## src/spm_pkg.sv

```systemverilog
`timescale 1ns / 1ps

package spm_pkg;

   // fixed field widths of the stream payload
   localparam int SAMPLE_W    = 24;
   localparam int COEF_W      = 18;
   localparam int FRAC_W      = 16;
   localparam int CH_FIELD_W  = 6;
   localparam int TAP_FIELD_W = 5;
   localparam int NCH_W       = 7;
   localparam int HW_W        = 4;
   localparam int CSR_DATA_W  = 7;
   localparam int CSR_INDEX_W = 1;
   localparam int REQ_TDATA_W = 56;
   localparam int RSP_TDATA_W = 8;

   localparam int DEFAULT_MAX_CHANNELS = 64;
   localparam int DEFAULT_MAX_WINDOW   = 31;

   localparam logic [NCH_W-1:0] NUM_CHANNELS_RESET = 7'd64;
   localparam logic [HW_W-1:0]  HALF_WINDOW_RESET  = 4'd15;

   localparam logic [CSR_INDEX_W-1:0] CSR_NUM_CHANNELS = 1'b0;
   localparam logic [CSR_INDEX_W-1:0] CSR_HALF_WINDOW  = 1'b1;

   localparam logic ACT_LOAD_COEF = 1'b0;
   localparam logic ACT_SAMPLE    = 1'b1;

   typedef struct packed {
      logic                  frame_we;
      logic                  coef_we;
      logic                  rd_en;
      logic                  first_tap;
      logic                  last_tap;
      logic                  own_tap;
      logic                  load_result;
      logic                  out_last;
      logic [CH_FIELD_W-1:0] out_channel;
   } cmd_type;

   typedef struct packed {
      logic sum_ready;
      logic out_free;
   } sts_type;

endpackage

```

## src/spm_ctrl.sv

```systemverilog
`timescale 1ns / 1ps

module spm_ctrl #(
   parameter int  MAX_CHANNELS = 64,
   parameter int  MAX_WINDOW   = 31,
   localparam int IDX_W        = $clog2(MAX_CHANNELS),
   localparam int COEF_AW      = (MAX_CHANNELS * MAX_WINDOW > 1) ?
                                 $clog2(MAX_CHANNELS * MAX_WINDOW) : 1
) (
   input  logic                                 clock,
   input  logic                                 reset,
   input  logic                                 csr_we,
   input  logic [spm_pkg::CSR_INDEX_W-1:0]      csr_index,
   input  logic [spm_pkg::CSR_DATA_W-1:0]       csr_wdata,
   input  logic                                 req_tvalid,
   output logic                                 req_tready,
   input  logic                                 action,
   input  logic [spm_pkg::CH_FIELD_W-1:0]       coef_channel,
   input  logic [spm_pkg::TAP_FIELD_W-1:0]      coef_tap,
   output spm_pkg::cmd_type                     cmd,
   output logic [IDX_W-1:0]                     frame_waddr,
   output logic [IDX_W-1:0]                     frame_raddr,
   output logic [COEF_AW-1:0]                   coef_waddr,
   output logic [COEF_AW-1:0]                   coef_raddr,
   input  spm_pkg::sts_type                     sts
);

   import spm_pkg::*;

   localparam int CNT_W  = $clog2(MAX_CHANNELS + 1);
   localparam int TAP_W  = $clog2(MAX_WINDOW + 1);
   localparam int NB_W   = IDX_W + 6;
   localparam int HW_LIM = (MAX_WINDOW - 1) / 2;

   typedef enum logic [2:0] {
      ST_IDLE  = 3'b001,
      ST_ISSUE = 3'b010,
      ST_WAIT  = 3'b100
   } state_type;

   state_type                state_ff, state_in;
   logic [NCH_W-1:0]         num_channels_ff, num_channels_in;
   logic [HW_W-1:0]          half_window_ff, half_window_in;
   logic [IDX_W-1:0]         fill_count_ff, fill_count_in;
   logic [IDX_W-1:0]         chan_ff, chan_in;
   logic [TAP_W-1:0]         tap_ff, tap_in;
   logic signed [NB_W-1:0]   nb_ff, nb_in;
   logic [COEF_AW-1:0]       base_ff, base_in;

   logic [CNT_W-1:0]         n_eff;
   logic [HW_W-1:0]          hw_eff;
   logic [TAP_W-1:0]         last_tap_idx;
   logic                     accept;
   logic                     frame_done;
   logic                     chan_is_last;
   logic                     coef_in_range;

   always_comb begin
      if (num_channels_ff == '0) begin
         n_eff = CNT_W'(1);
      end else if (32'(num_channels_ff) > MAX_CHANNELS) begin
         n_eff = CNT_W'(MAX_CHANNELS);
      end else begin
         n_eff = CNT_W'(num_channels_ff);
      end
      hw_eff = (32'(half_window_ff) > HW_LIM) ? HW_W'(HW_LIM) : half_window_ff;
   end

   assign last_tap_idx  = TAP_W'({hw_eff, 1'b0});
   assign accept        = req_tvalid && req_tready;
   assign frame_done    = (CNT_W'(fill_count_ff) + CNT_W'(1)) >= n_eff;
   assign chan_is_last  = (CNT_W'(chan_ff) + CNT_W'(1)) == n_eff;
   assign coef_in_range = (32'(coef_channel) < MAX_CHANNELS) &&
                          (32'(coef_tap) < MAX_WINDOW);

   assign req_tready  = (state_ff == ST_IDLE);
   assign frame_waddr = fill_count_ff;
   assign coef_waddr  = COEF_AW'(32'(coef_channel) * MAX_WINDOW + 32'(coef_tap));
   assign coef_raddr  = base_ff + COEF_AW'(tap_ff);

   // edge channels repeat outside the frame
   always_comb begin
      if (nb_ff < 0) begin
         frame_raddr = '0;
      end else if (nb_ff >= $signed(NB_W'(n_eff))) begin
         frame_raddr = IDX_W'(n_eff - CNT_W'(1));
      end else begin
         frame_raddr = IDX_W'(nb_ff);
      end
   end

   always_comb begin
      num_channels_in = num_channels_ff;
      half_window_in  = half_window_ff;
      if (csr_we) begin
         unique case (csr_index)
            CSR_NUM_CHANNELS: num_channels_in = csr_wdata;
            CSR_HALF_WINDOW:  half_window_in  = csr_wdata[HW_W-1:0];
            default:          ;
         endcase
      end
   end

   always_comb begin
      state_in      = state_ff;
      fill_count_in = fill_count_ff;
      chan_in       = chan_ff;
      tap_in        = tap_ff;
      nb_in         = nb_ff;
      base_in       = base_ff;

      cmd             = '0;
      cmd.out_channel = CH_FIELD_W'(chan_ff);
      cmd.out_last    = chan_is_last;

      unique case (state_ff)
         ST_IDLE: begin
            if (accept) begin
               if (action == ACT_LOAD_COEF) begin
                  cmd.coef_we = coef_in_range;
               end else begin
                  cmd.frame_we = 1'b1;
                  if (frame_done) begin
                     fill_count_in = '0;
                     chan_in       = '0;
                     tap_in        = '0;
                     base_in       = '0;
                     nb_in         = -$signed(NB_W'(hw_eff));
                     state_in      = ST_ISSUE;
                  end else begin
                     fill_count_in = fill_count_ff + IDX_W'(1);
                  end
               end
            end
         end
         ST_ISSUE: begin
            cmd.rd_en     = 1'b1;
            cmd.first_tap = (tap_ff == '0);
            cmd.last_tap  = (tap_ff == last_tap_idx);
            cmd.own_tap   = (tap_ff == TAP_W'(hw_eff));
            tap_in        = tap_ff + TAP_W'(1);
            nb_in         = nb_ff + NB_W'(1);
            if (tap_ff == last_tap_idx) begin
               state_in = ST_WAIT;
            end
         end
         ST_WAIT: begin
            if (sts.sum_ready && sts.out_free) begin
               cmd.load_result = 1'b1;
               if (chan_is_last) begin
                  state_in = ST_IDLE;
               end else begin
                  chan_in  = chan_ff + IDX_W'(1);
                  tap_in   = '0;
                  base_in  = base_ff + COEF_AW'(MAX_WINDOW);
                  nb_in    = $signed(NB_W'(chan_ff)) + NB_W'(1) - $signed(NB_W'(hw_eff));
                  state_in = ST_ISSUE;
               end
            end
         end
         default: begin
            state_in = ST_IDLE;
         end
      endcase
   end

   always_ff @(posedge clock) begin
      if (reset) begin
         state_ff        <= ST_IDLE;
         num_channels_ff <= NUM_CHANNELS_RESET;
         half_window_ff  <= HALF_WINDOW_RESET;
         fill_count_ff   <= '0;
      end else begin
         state_ff        <= state_in;
         num_channels_ff <= num_channels_in;
         half_window_ff  <= half_window_in;
         fill_count_ff   <= fill_count_in;
      end
      chan_ff <= chan_in;
      tap_ff  <= tap_in;
      nb_ff   <= nb_in;
      base_ff <= base_in;
   end

   assert property (@(posedge clock) disable iff (reset)
      cmd.load_result |-> sts.sum_ready && sts.out_free)
      else $error("result loaded without a finished sum or a free output");

   assert property (@(posedge clock) disable iff (reset)
      32'(fill_count_ff) < MAX_CHANNELS)
      else $error("fill count beyond frame store");

   assert property (@(posedge clock) disable iff (reset)
      (state_ff == ST_ISSUE) && (state_in == ST_WAIT) |-> cmd.last_tap)
      else $error("window left before its last tap");

   assert property (@(posedge clock) disable iff (reset)
      cmd.rd_en |-> !req_tready)
      else $error("taps issued while input is open");

endmodule

```

## config.mk

```make
export PLATFORM = sky130hd
export DESIGN_NAME = spm_ctrl
export DESIGN_NICKNAME = d
export VERILOG_FILES = /design/src/spm_pkg.sv /design/src/spm_ctrl.sv
export SDC_FILE = /design/constraint.sdc
export NUM_CORES = 1
export LEC_CHECK = 0
export BUFFER_PORTS_ARGS = -buffer_cell sky130_fd_sc_hd__buf_2
export CAP_MARGIN = 30
export CORE_UTILIZATION = 35
export DETAILED_ROUTE_END_ITERATION = 12
export MAX_ROUTING_LAYER = met4
export PLACE_DENSITY = 0.61
export SLEW_MARGIN = 20
export SYNTH_ARGS = -nofsm -noshare
export SYNTH_HDL_FRONTEND = slang
export SYNTH_SLANG_ARGS = --single-unit
```

## constraint.sdc

```tcl
create_clock -name clock -period 4.9 [get_ports clock]
set_clock_uncertainty 0.1 [all_clocks]
set_input_delay 0.49 -clock clock [delete_from_list [all_inputs] [get_ports clock]]
set_output_delay 0.49 -clock clock [all_outputs]
set_load 0.01 [all_outputs]
```

==> metrics.txt, run 1 <==
status=finished with violations; Chip Height=121 um; Site Rows=43; Worst Setup End Kind=output port; Slew headroom=35.0%; fin nets=721; vias in the first global route=around 4000; number of synthesized flops with an enable pin=34; M3 GR Usage=2.40%; r2r startpoint=num_channels_ff[6]; Crit Path Class=in2out; max cap viols=0; post-route ant nets=0; Final Power=approximately 2.9 mW; Hold Fails Final Rpt=0; synth unique cells=61; Fmax=around 220 MHz; failing checks=design-rule violations; Worst setup SP type=input pin; hold path start=csr_wdata[6]; pwr/cell area=507 nW/um^2; first-pass GRT wire length=approximately 19000 um; Setup Viol. Count Final=0; Required @ worst endpoint=between 4 and 5 ns; P_leak=between 2 and 3 nW; crit-path max FO=4; DRT iter0 DRCs=230; Worst EP arrival=between 3 and 4 ns; Commonest cells post-synth=ha_1, inv_1, nand2_1; peak supply drop=0.240 mV; clk buf depth=2; postcts setup bufs=0; Mean Syn Cell Area=9.03 um^2; DRT Wirelength=11800 um; RD Place Congestion=0.871; CTS Buf Count=5; ys async rst share=0%; GRT Total Usage=16.7%; drt drc=1; CTS tree=yes; post_cts resized=0; GRT busiest layer=met2; syn nets=656; Placement Cell Area=around 5500 um^2; vias=4147; met2 usage=27.4%; R2R Setup Slk=1.41 ns; Least-Margin Pin Slew=a little under 1 ns; Pre-antenna DRT Iters=8; number of antenna violations at the first check in global routing=0; R2R Path End=chan_ff[3]; htree depth=2; area leader, netlist=edfxtp_1; Hold Crit Endpoint=num_channels_ff[6]; Seq/Total Area, Yosys=between 20% and 30%; Hold Crit Depth=2; drt via density=around 5.2; share of cells above drive strength 1=between 15 and 20%; initial core utilization=35.8%; hold buffer count at cts=0; post-DR wirelength/cell=14.8 um; Synth top area share=20.6%; Post-Route Setup TNS=0 ns; Clock Latency Late Sink=0.30 ns; setup ws final=0.429 ns; n_diodes=0; Die Wd=121 um; HPWL after DPL=9400 um; count leader, synth=ha_1; GR Layer Usage met1=21.5%; fin crit period=4.47 ns; Register-to-Register Path Depth=11; Slew Limit Fails=0; area delta synth->final=14.2%; Clock transition at path regs=roughly 0.070 ns; final worst-path cycle share=slightly above 90%; CORE AREA=13800 um^2; port buffer count=74; Clock Sinks=54; min-delay worst type=in2reg; RSZ-0062 raised after global routing=no; Ports=75; Mapped Cells=between 500 and 600; most used flip-flop cell after synthesis=edfxtp_1; GR Overflow Total=0; Die Area=between 10000 and 15000 um^2; Yosys reg bits=54; post-layout util=40.9%; top cells by area, synth=edfxtp_1, ha_1, dfxtp_1; mapped cell area=4950 um^2; YS warnings=0; largest net degree at the start of global routing=23; pre-CTS setup slack=0.411 ns; Design Area, Final=between 5000 and 6000 um^2; root buf cell=clkbuf_16
layer usage:
metal,part of all wire (%),vias up
met5,0,-
met4,1.5,0
met3,3.8,9
met2,48,82
met1,47,2005
li1,-,2051
cells in the final DEF (no fill, tap or decap), types with 5 or more instances in the layout:
master     count
dfxtp_1       20
clkbuf_16      5
nor3_1        10
a21o_1        11
buf_2         74
inv_1         56
ha_1          62
edfxtp_1      34
fa_1          19
nand2_1       48
a21oi_1       34
xnor2_1       36
nand3_1       17
xor2_1        23
a211o_1        6
nor2_1        43
nand4_1        7
o21ai_0       14
or3_1          9
and3_1        11
cell type report:
type | instances | area, um^2
Clock buffer | 5 | 125
Clock inverter | 3 | 28.8
Fill cell | 1358 | 8170
Inverter | 57 | 214
Multi-Input combinational cell | 419 | 3250
Sequential cell | 54 | 1420
Tap cell | 180 | 225
Timing Repair Buffer | 77 | 397
cell families (layout without fill, tap and decap cells):
family	count (synthesis)	in the layout	share of synthesized area, %
XOR/XNOR	59	59	10.4
multiplexers	2	2	0.404
AO/OA/AOI/OAI	103	103	13.8
buffers and inverters	76	142	5.86
AND/OR/NAND/NOR	174	174	17.4
adder cells (fa/ha/maj)	81	81	23.3
flip-flops	54	54	28.7
through the flow:
step	instances	hold slack, ns
after global placement	786	0.376
after CTS	794	0.313
after detailed placement	786	0.385
after global routing	795	0.322
final	795	0.314
after floorplan	549	0.350
state kept, by name, indices dropped and copies added, names as in the netlist:
| name | flops |
|---|---|
| frame_waddr | 6 |
| nb_ff | 12 |
| chan_ff | 6 |
| num_channels_ff | 7 |
| state_ff | 3 |
| base_ff | 11 |
| half_window_ff | 4 |
| tap_ff | 5 |
how the worst max path moves through the flow:
stage	from	end	slack [ns]	depth (start not counted)
floorplan	coef_channel[2]	coef_waddr[10]	0.85	14
global placement	coef_channel[3]	coef_waddr[10]	0.55	16
finish	coef_channel[3]	coef_waddr[10]	0.43	16
CTS	coef_channel[3]	coef_waddr[10]	0.39	16
global route	coef_channel[3]	coef_waddr[10]	0.10	16
detailed placement	coef_channel[3]	coef_waddr[10]	0.41	16
worst max-delay path, cell delays in order:
cell	delay [ns]
buf_2	0.13
inv_1	0.14
fa_1	0.53
inv_1	0.05
ha_1	0.26
inv_1	0.05
fa_1	0.53
inv_1	0.07
fa_1	0.45
a21o_1	0.19
a21oi_1	0.21
nor2b_1	0.08
o21ai_0	0.25
a21oi_1	0.13
xnor2_1	0.16
buf_2	0.15
power by group:
part / leakage (nW) / internal [mW] / switching [mW] / total (mW)
Clock: 0.0759 / 0.195 / 0.180 / 0.375
Sequential: 0.468 / 0.666 / 0.219 / 0.885
Combinational: 2.05 / 0.720 / 0.887 / 1.61
Total: 2.59 / 1.58 / 1.29 / 2.87
No activity file was read; power rests on OpenSTA's default activity.
==> inputs of run 2 (changes only) <==
CORE_ASPECT_RATIO = 1.5   (was unset)
==> run 2 against run 1 <==
The flow now finishes without violations. Final area shrank 0.27%. Largest power group unchanged. Power is essentially flat. Fmax grew 0.38%. Non-clock buffer count grew 3. Critical path depth is the same. Sequential share of layout area grew 0.067 points. Flip-flop and latch count is the same. Clock power shrank 5%. Final cell count shrank 1.9%.
==> metrics.txt, run 2 (synthesis results as in run 1) <==
area of the multi-input gates=3240 um^2; root buf cell=clkbuf_16; Hold Crit Depth=2; Crit Path Class=in2out; pwr/cell area=around 510 nW/um^2; CTS tree=yes; post-layout util=41.3%; P_leak=2.59 nW; combinational share of power=56.7%; setup ws final=0.446 ns; Post-Route Setup TNS=0 ns; drt via density=5.32; CP Buf/Inv Count=6; Worst setup SP type=input pin; RD Place Congestion=0.867; drt drc=0; Slew Limit Fails=0; Clock Latency Late Sink=0.30 ns; commonest non-fill, non-tap cell in the layout=buf_2; most frequent cells in the layout=buf_2, ha_1, inv_1; Required @ worst endpoint=4.31 ns; hold path start=csr_wdata[6]; Site Rows=52; CORE AREA=about 14000 um^2; post-route ant nets=0; Pre-antenna DRT Iters=4; share of cells above drive strength 1=between 10% and 20%; Hold Fails Final Rpt=0; fin nets=around 720; R2R Path End=nb_ff[1]; Die Area=14600 um^2; RSZ-0062 raised after global routing=no; peak supply drop=0.338 mV; R2R Setup Slk=1.43 ns; Register-to-Register Path Depth=12; first-pass GRT wire length=~20000 um; max cap viols=0; GRT Total Usage=17.4%; worst-path cell chain=buf_2 -> inv_1 -> fa_1 -> inv_1 -> ha_1 -> inv_1 -> fa_1 -> inv_1 -> fa_1 -> a21o_1 -> a21oi_1 -> nor2b_1 -> o21ai_0 -> a21oi_1 -> xnor2_1 -> buf_2; sequential share of power=30.8%; DRT Wirelength=12000 um; Placement Cell Area=between 5000 and 6000 um^2; GR Overflow Total=0; hold buffer count at cts=0; final worst-path cycle share=90.9%; Internal Pwr Total=1.58 mW; P_sw=1.29 mW; vias in the first global route=4145; min-delay worst type=in2reg; htree depth=2; Clock transition at path regs=0.06 ns; n_diodes=0; initial core utilization=36.3%; number of antenna violations at the first check in global routing=0; largest net degree at the start of global routing=23; critical path's top delay family=adder cells; Worst Setup End Kind=output port; Fmax=225 MHz; crit-path max FO=4; Chip Height=148 um; Hold Crit Endpoint=num_channels_ff[6]; CTS Buf Count=5; Worst EP arrival=3.86 ns; Most common cell on crit path=inv_1; Fillers=about 1400; clock power share=12.5%; Setup Viol. Count Final=0; Switching Share=between 40 and 50%; clk buf depth=2; Top reg by flops=nb_ff; postcts setup bufs=0; Final Power=2.87 mW; CP peak stage delay=between 0.5 and 0.6 ns; status=completed; port buffer count=74; post-DR wirelength/cell=15.4 um; fin crit period=4.45 ns; Reg area=around 1400 um^2; Ports=between 70 and 80; top flop regs=nb_ff: 12 flops, base_ff: 11 flops, num_channels_ff: 7 flops; Slew headroom=about 46%; DRT iter0 DRCs=119; vias=4150; Largest register FFs=12; r2r startpoint=num_channels_ff[3]; cell at the slowest stage of the critical path=fa_1; HPWL after DPL=about 10000 um; area delta synth->final=13.9%; Die Wd=99.1 um; Least-Margin Pin Slew=0.784 ns; Clock Sinks=54; Design Area, Final=5640 um^2; pre-CTS setup slack=0.447 ns; post_cts resized=0
## run 2: changes by cell type in the layout (fill, tap and decap cells not counted), sizes merged
cell and delta:
buf +3, clkinv -1, clkinvlp +2, inv -1
## run 2: cell type report
cell class / instances / share of cell area (%)
clock inverter: 3 / 0.377
sequential: 54 / 25.2
timing repair buffer: 80 / 7.36
inverter: 57 / 3.79
multi-input combinational: 419 / 57.5
tap: 162 / 3.59
clock buffer: 5 / 2.22
## run 2: worst max path at each step
stage                    startpoint              to  slack [ns]  cells past startpoint
floorplan           coef_channel[2]  coef_waddr[10]        0.85                     14
global placement    coef_channel[3]  coef_waddr[10]        0.56                     16
detailed placement  coef_channel[3]   coef_waddr[8]        0.45                     16
CTS                 coef_channel[3]   coef_waddr[8]        0.44                     16
global route        coef_channel[3]   coef_waddr[8]        0.20                     16
finish              coef_channel[3]  coef_waddr[10]        0.45                     16
## run 2: worst register-to-register path, cell delays in order (launching register included)
cell       delay (ns)
dfxtp_1          0.39
or4_1            0.54
a2bb2oi_1        0.14
buf_4            0.17
inv_1            0.08
ha_1             0.11
nand2b_1         0.09
a31oi_1          0.08
o21ai_0          0.31
a21oi_1          0.23
o31a_1           0.33
o21ai_1          0.26
buf_4            0.32
## run 2: metal layers
layer	wire [um]	global-route usage, %	up-vias	share of wire, %
met5	0	-	-	0
met4	255	6.32	0	2.1
met3	394	2.08	16	3.3
met2	6250	31.9	93	52
met1	5090	19.3	1988	42
li1	-	-	2053	-
## run 2: power by group through the flow
stage	clock, mW	sequential (mW)	combinational, mW
after floorplan	0	0.818	1.17
after global placement	0	0.884	1.60
after detailed placement	0	0.892	1.63
after CTS	0.369	0.883	1.64
after global routing	0.384	0.912	1.82
final	0.357	0.884	1.62
## run 2: stage by stage
stage,hold WS [ns],instances
finish,0.307,780
global route,0.302,780
CTS,0.299,780
detailed placement,0.379,772
global placement,0.372,772
floorplan,0.350,549
==> inputs of run 3 (changes only) <==
CORE_MARGIN = 8   (was unset)
CORE_UTILIZATION = 30   (was 35)
CTS_CLUSTER_SIZE = 20   (was unset)
PLACE_DENSITY = 0.55   (was 0.61)
==> run 3 against run 2 <==
Clock-buffer cell count is the same. Register-to-register slack is essentially flat. Die area grew 43%. Final cell count grew 5.4%. Highest routed layer unchanged. Final area grew 1.0%. Setup slack gained 0.040 ns. Combinational power is essentially flat. Fmax grew 0.90%. Critical path depth is the same. Via count shrank 0.29%. Largest power group unchanged. Largest cell class unchanged. Global-route usage shrank 4.7 points. Power grew 1.1%.
==> metrics.txt, run 3 (synthesis results as in run 1) <==
pre-CTS setup slack=roughly 0.46 ns; setup ws final=0.486 ns; vias=4138; Internal Pwr Total=1.58 mW; RSZ-0062 raised after global routing=no; GR Layer Usage met1=14.3%; Post-Route Setup TNS=0 ns; clk buf depth=2; DRT Wirelength=between 10000 and 15000 um; hold path start=csr_wdata[6]; CTS Buf Count=5; Register-to-Register Path Depth=11; most frequent cells in the layout=buf_2, ha_1, inv_1; Placement Cell Area=5530 um^2; largest net degree at the start of global routing=23; Hold Fails Final Rpt=0; Slew Limit Fails=0; root buf cell=clkbuf_16; pwr/cell area=a little over 500 nW/um^2; Die Wd=between 100 and 150 um; Final Power=2.90 mW; Top reg by flops=nb_ff; post-DR wirelength/cell=15.7 um; max cap viols=0; fin nets=722; Required @ worst endpoint=~4.3 ns; GR Overflow Total=0; post-route ant nets=0; CTS tree=yes; Die Area=21000 um^2; combinational share of power=56.2%; final worst-path cycle share=90.1%; initial core utilization=just over 30%; CP Buf/Inv Count=6; htree depth=2; sequential share of power=30.5%; port buffer count=between 70 and 80; critical path's top delay family=adder cells; area delta synth->final=15.1%; DRT iter0 DRCs=170; top flop regs=nb_ff: 12 flops, base_ff: 11 flops, num_channels_ff: 7 flops; HPWL after DPL=10400 um; Worst Setup End Kind=output port; hold buffer count at cts=0; number of antenna violations at the first check in global routing=0; fin crit period=4.41 ns; M3 GR Usage=2.02%; postcts setup bufs=0; Hold Crit Depth=2; Site Rows=57; worst-path cell chain=buf_2 -> inv_1 -> fa_1 -> inv_1 -> ha_1 -> inv_1 -> fa_1 -> inv_1 -> fa_1 -> a21o_1 -> a21oi_1 -> nor2b_1 -> o21ai_0 -> a21oi_1 -> xnor2_1 -> buf_2; share of cells above drive strength 1=15.6%; Chip Height=173 um; Setup Viol. Count Final=0; Clock Latency Late Sink=0.30 ns; Most common cell on crit path=inv_1; peak supply drop=0.331 mV; Fmax=227 MHz; Crit Path Class=in2out; clock power share=about an eighth; met2 usage=22.0%; Worst setup SP type=input pin; Largest register FFs=12; GRT busiest layer=met2; Design Area, Final=5700 um^2; P_leak=roughly 2.6 nW; R2R Path End=chan_ff[5]; GRT Total Usage=roughly 13%; r2r startpoint=num_channels_ff[6]; Pre-antenna DRT Iters=4; cell at the slowest stage of the critical path=fa_1; post-layout util=35.2%; post_cts resized=0; status=completed; crit-path max FO=4; n_diodes=0; RD Place Congestion=0.863; vias in the first global route=approximately 4200; R2R Setup Slk=approximately 1.4 ns; Slew headroom=43.5%; Least-Margin Pin Slew=0.826 ns; Clock transition at path regs=0.07 ns; P_sw=1.31 mW; Fillers=roughly 1700; first-pass GRT wire length=21100 um; drt via density=5.03; CORE AREA=roughly 16000 um^2; Switching Share=45.3%; commonest non-fill, non-tap cell in the layout=buf_2; Ports=75; drt drc=0; min-delay worst type=in2reg; Worst EP arrival=3.82 ns; Clock Sinks=between 50 and 60; Hold Crit Endpoint=num_channels_ff[6]; CP peak stage delay=0.53 ns
[run 3: changes by cell type in the layout (fill, tap and decap cells not counted)]
| cell | change |
|---|---|
| buf_4 | -3 |
| buf_8 | +1 |
| clkinv_4 | +1 |
| clkinvlp_2 | -1 |
| clkinvlp_4 | -1 |
| inv_8 | +1 |
| o21ai_1 | -1 |
| o21ai_2 | +1 |
[run 3: worst max-delay path by stage]
stage | start | to | slack [ns] | depth (start not counted)
2_1_floorplan | coef_channel[2] | coef_waddr[10] | 0.85 | 14
3_3_place_gp | coef_channel[3] | coef_waddr[10] | 0.48 | 16
3_5_place_dp | coef_channel[3] | coef_waddr[10] | 0.46 | 16
4_1_cts | coef_channel[3] | coef_waddr[10] | 0.43 | 16
5_1_grt | coef_channel[3] | coef_waddr[10] | 0.16 | 16
6_report | coef_channel[3] | coef_waddr[10] | 0.49 | 16
[run 3: power groups by stage]
stage	combinational, mW	clock (mW)	sequential (mW)
after global placement	1.60	0	0.893
after global routing	1.84	0.405	0.914
after detailed placement	1.62	0	0.899
after floorplan	1.17	0	0.818
final	1.63	0.384	0.884
after CTS	1.64	0.394	0.888
[run 3: stage by stage]
stage	hold slack, ns	std cells
finish	0.303	822
global route	0.318	822
floorplan	0.350	549
detailed placement	0.379	813
CTS	0.306	821
global placement	0.375	813
[run 3: layout make-up]
cell class	count	area, um^2	area share [%]
Timing Repair Buffer	78	408	7.15
Clock buffer	5	125	2.19
Inverter	57	214	3.75
Clock inverter	3	28.8	0.505
Multi-Input combinational cell	419	3250	56.9
Sequential cell	54	1420	24.9
Tap cell	206	258	4.52
[run 3: metal layers]
| layer | vias up | part of all wire (%) |
|---|---|---|
| li1 | 2053 | - |
| met2 | 91 | 52 |
| met1 | 1974 | 42 |
| met5 | - | 0 |
| met4 | 0 | 2.5 |
| met3 | 20 | 3.9 |
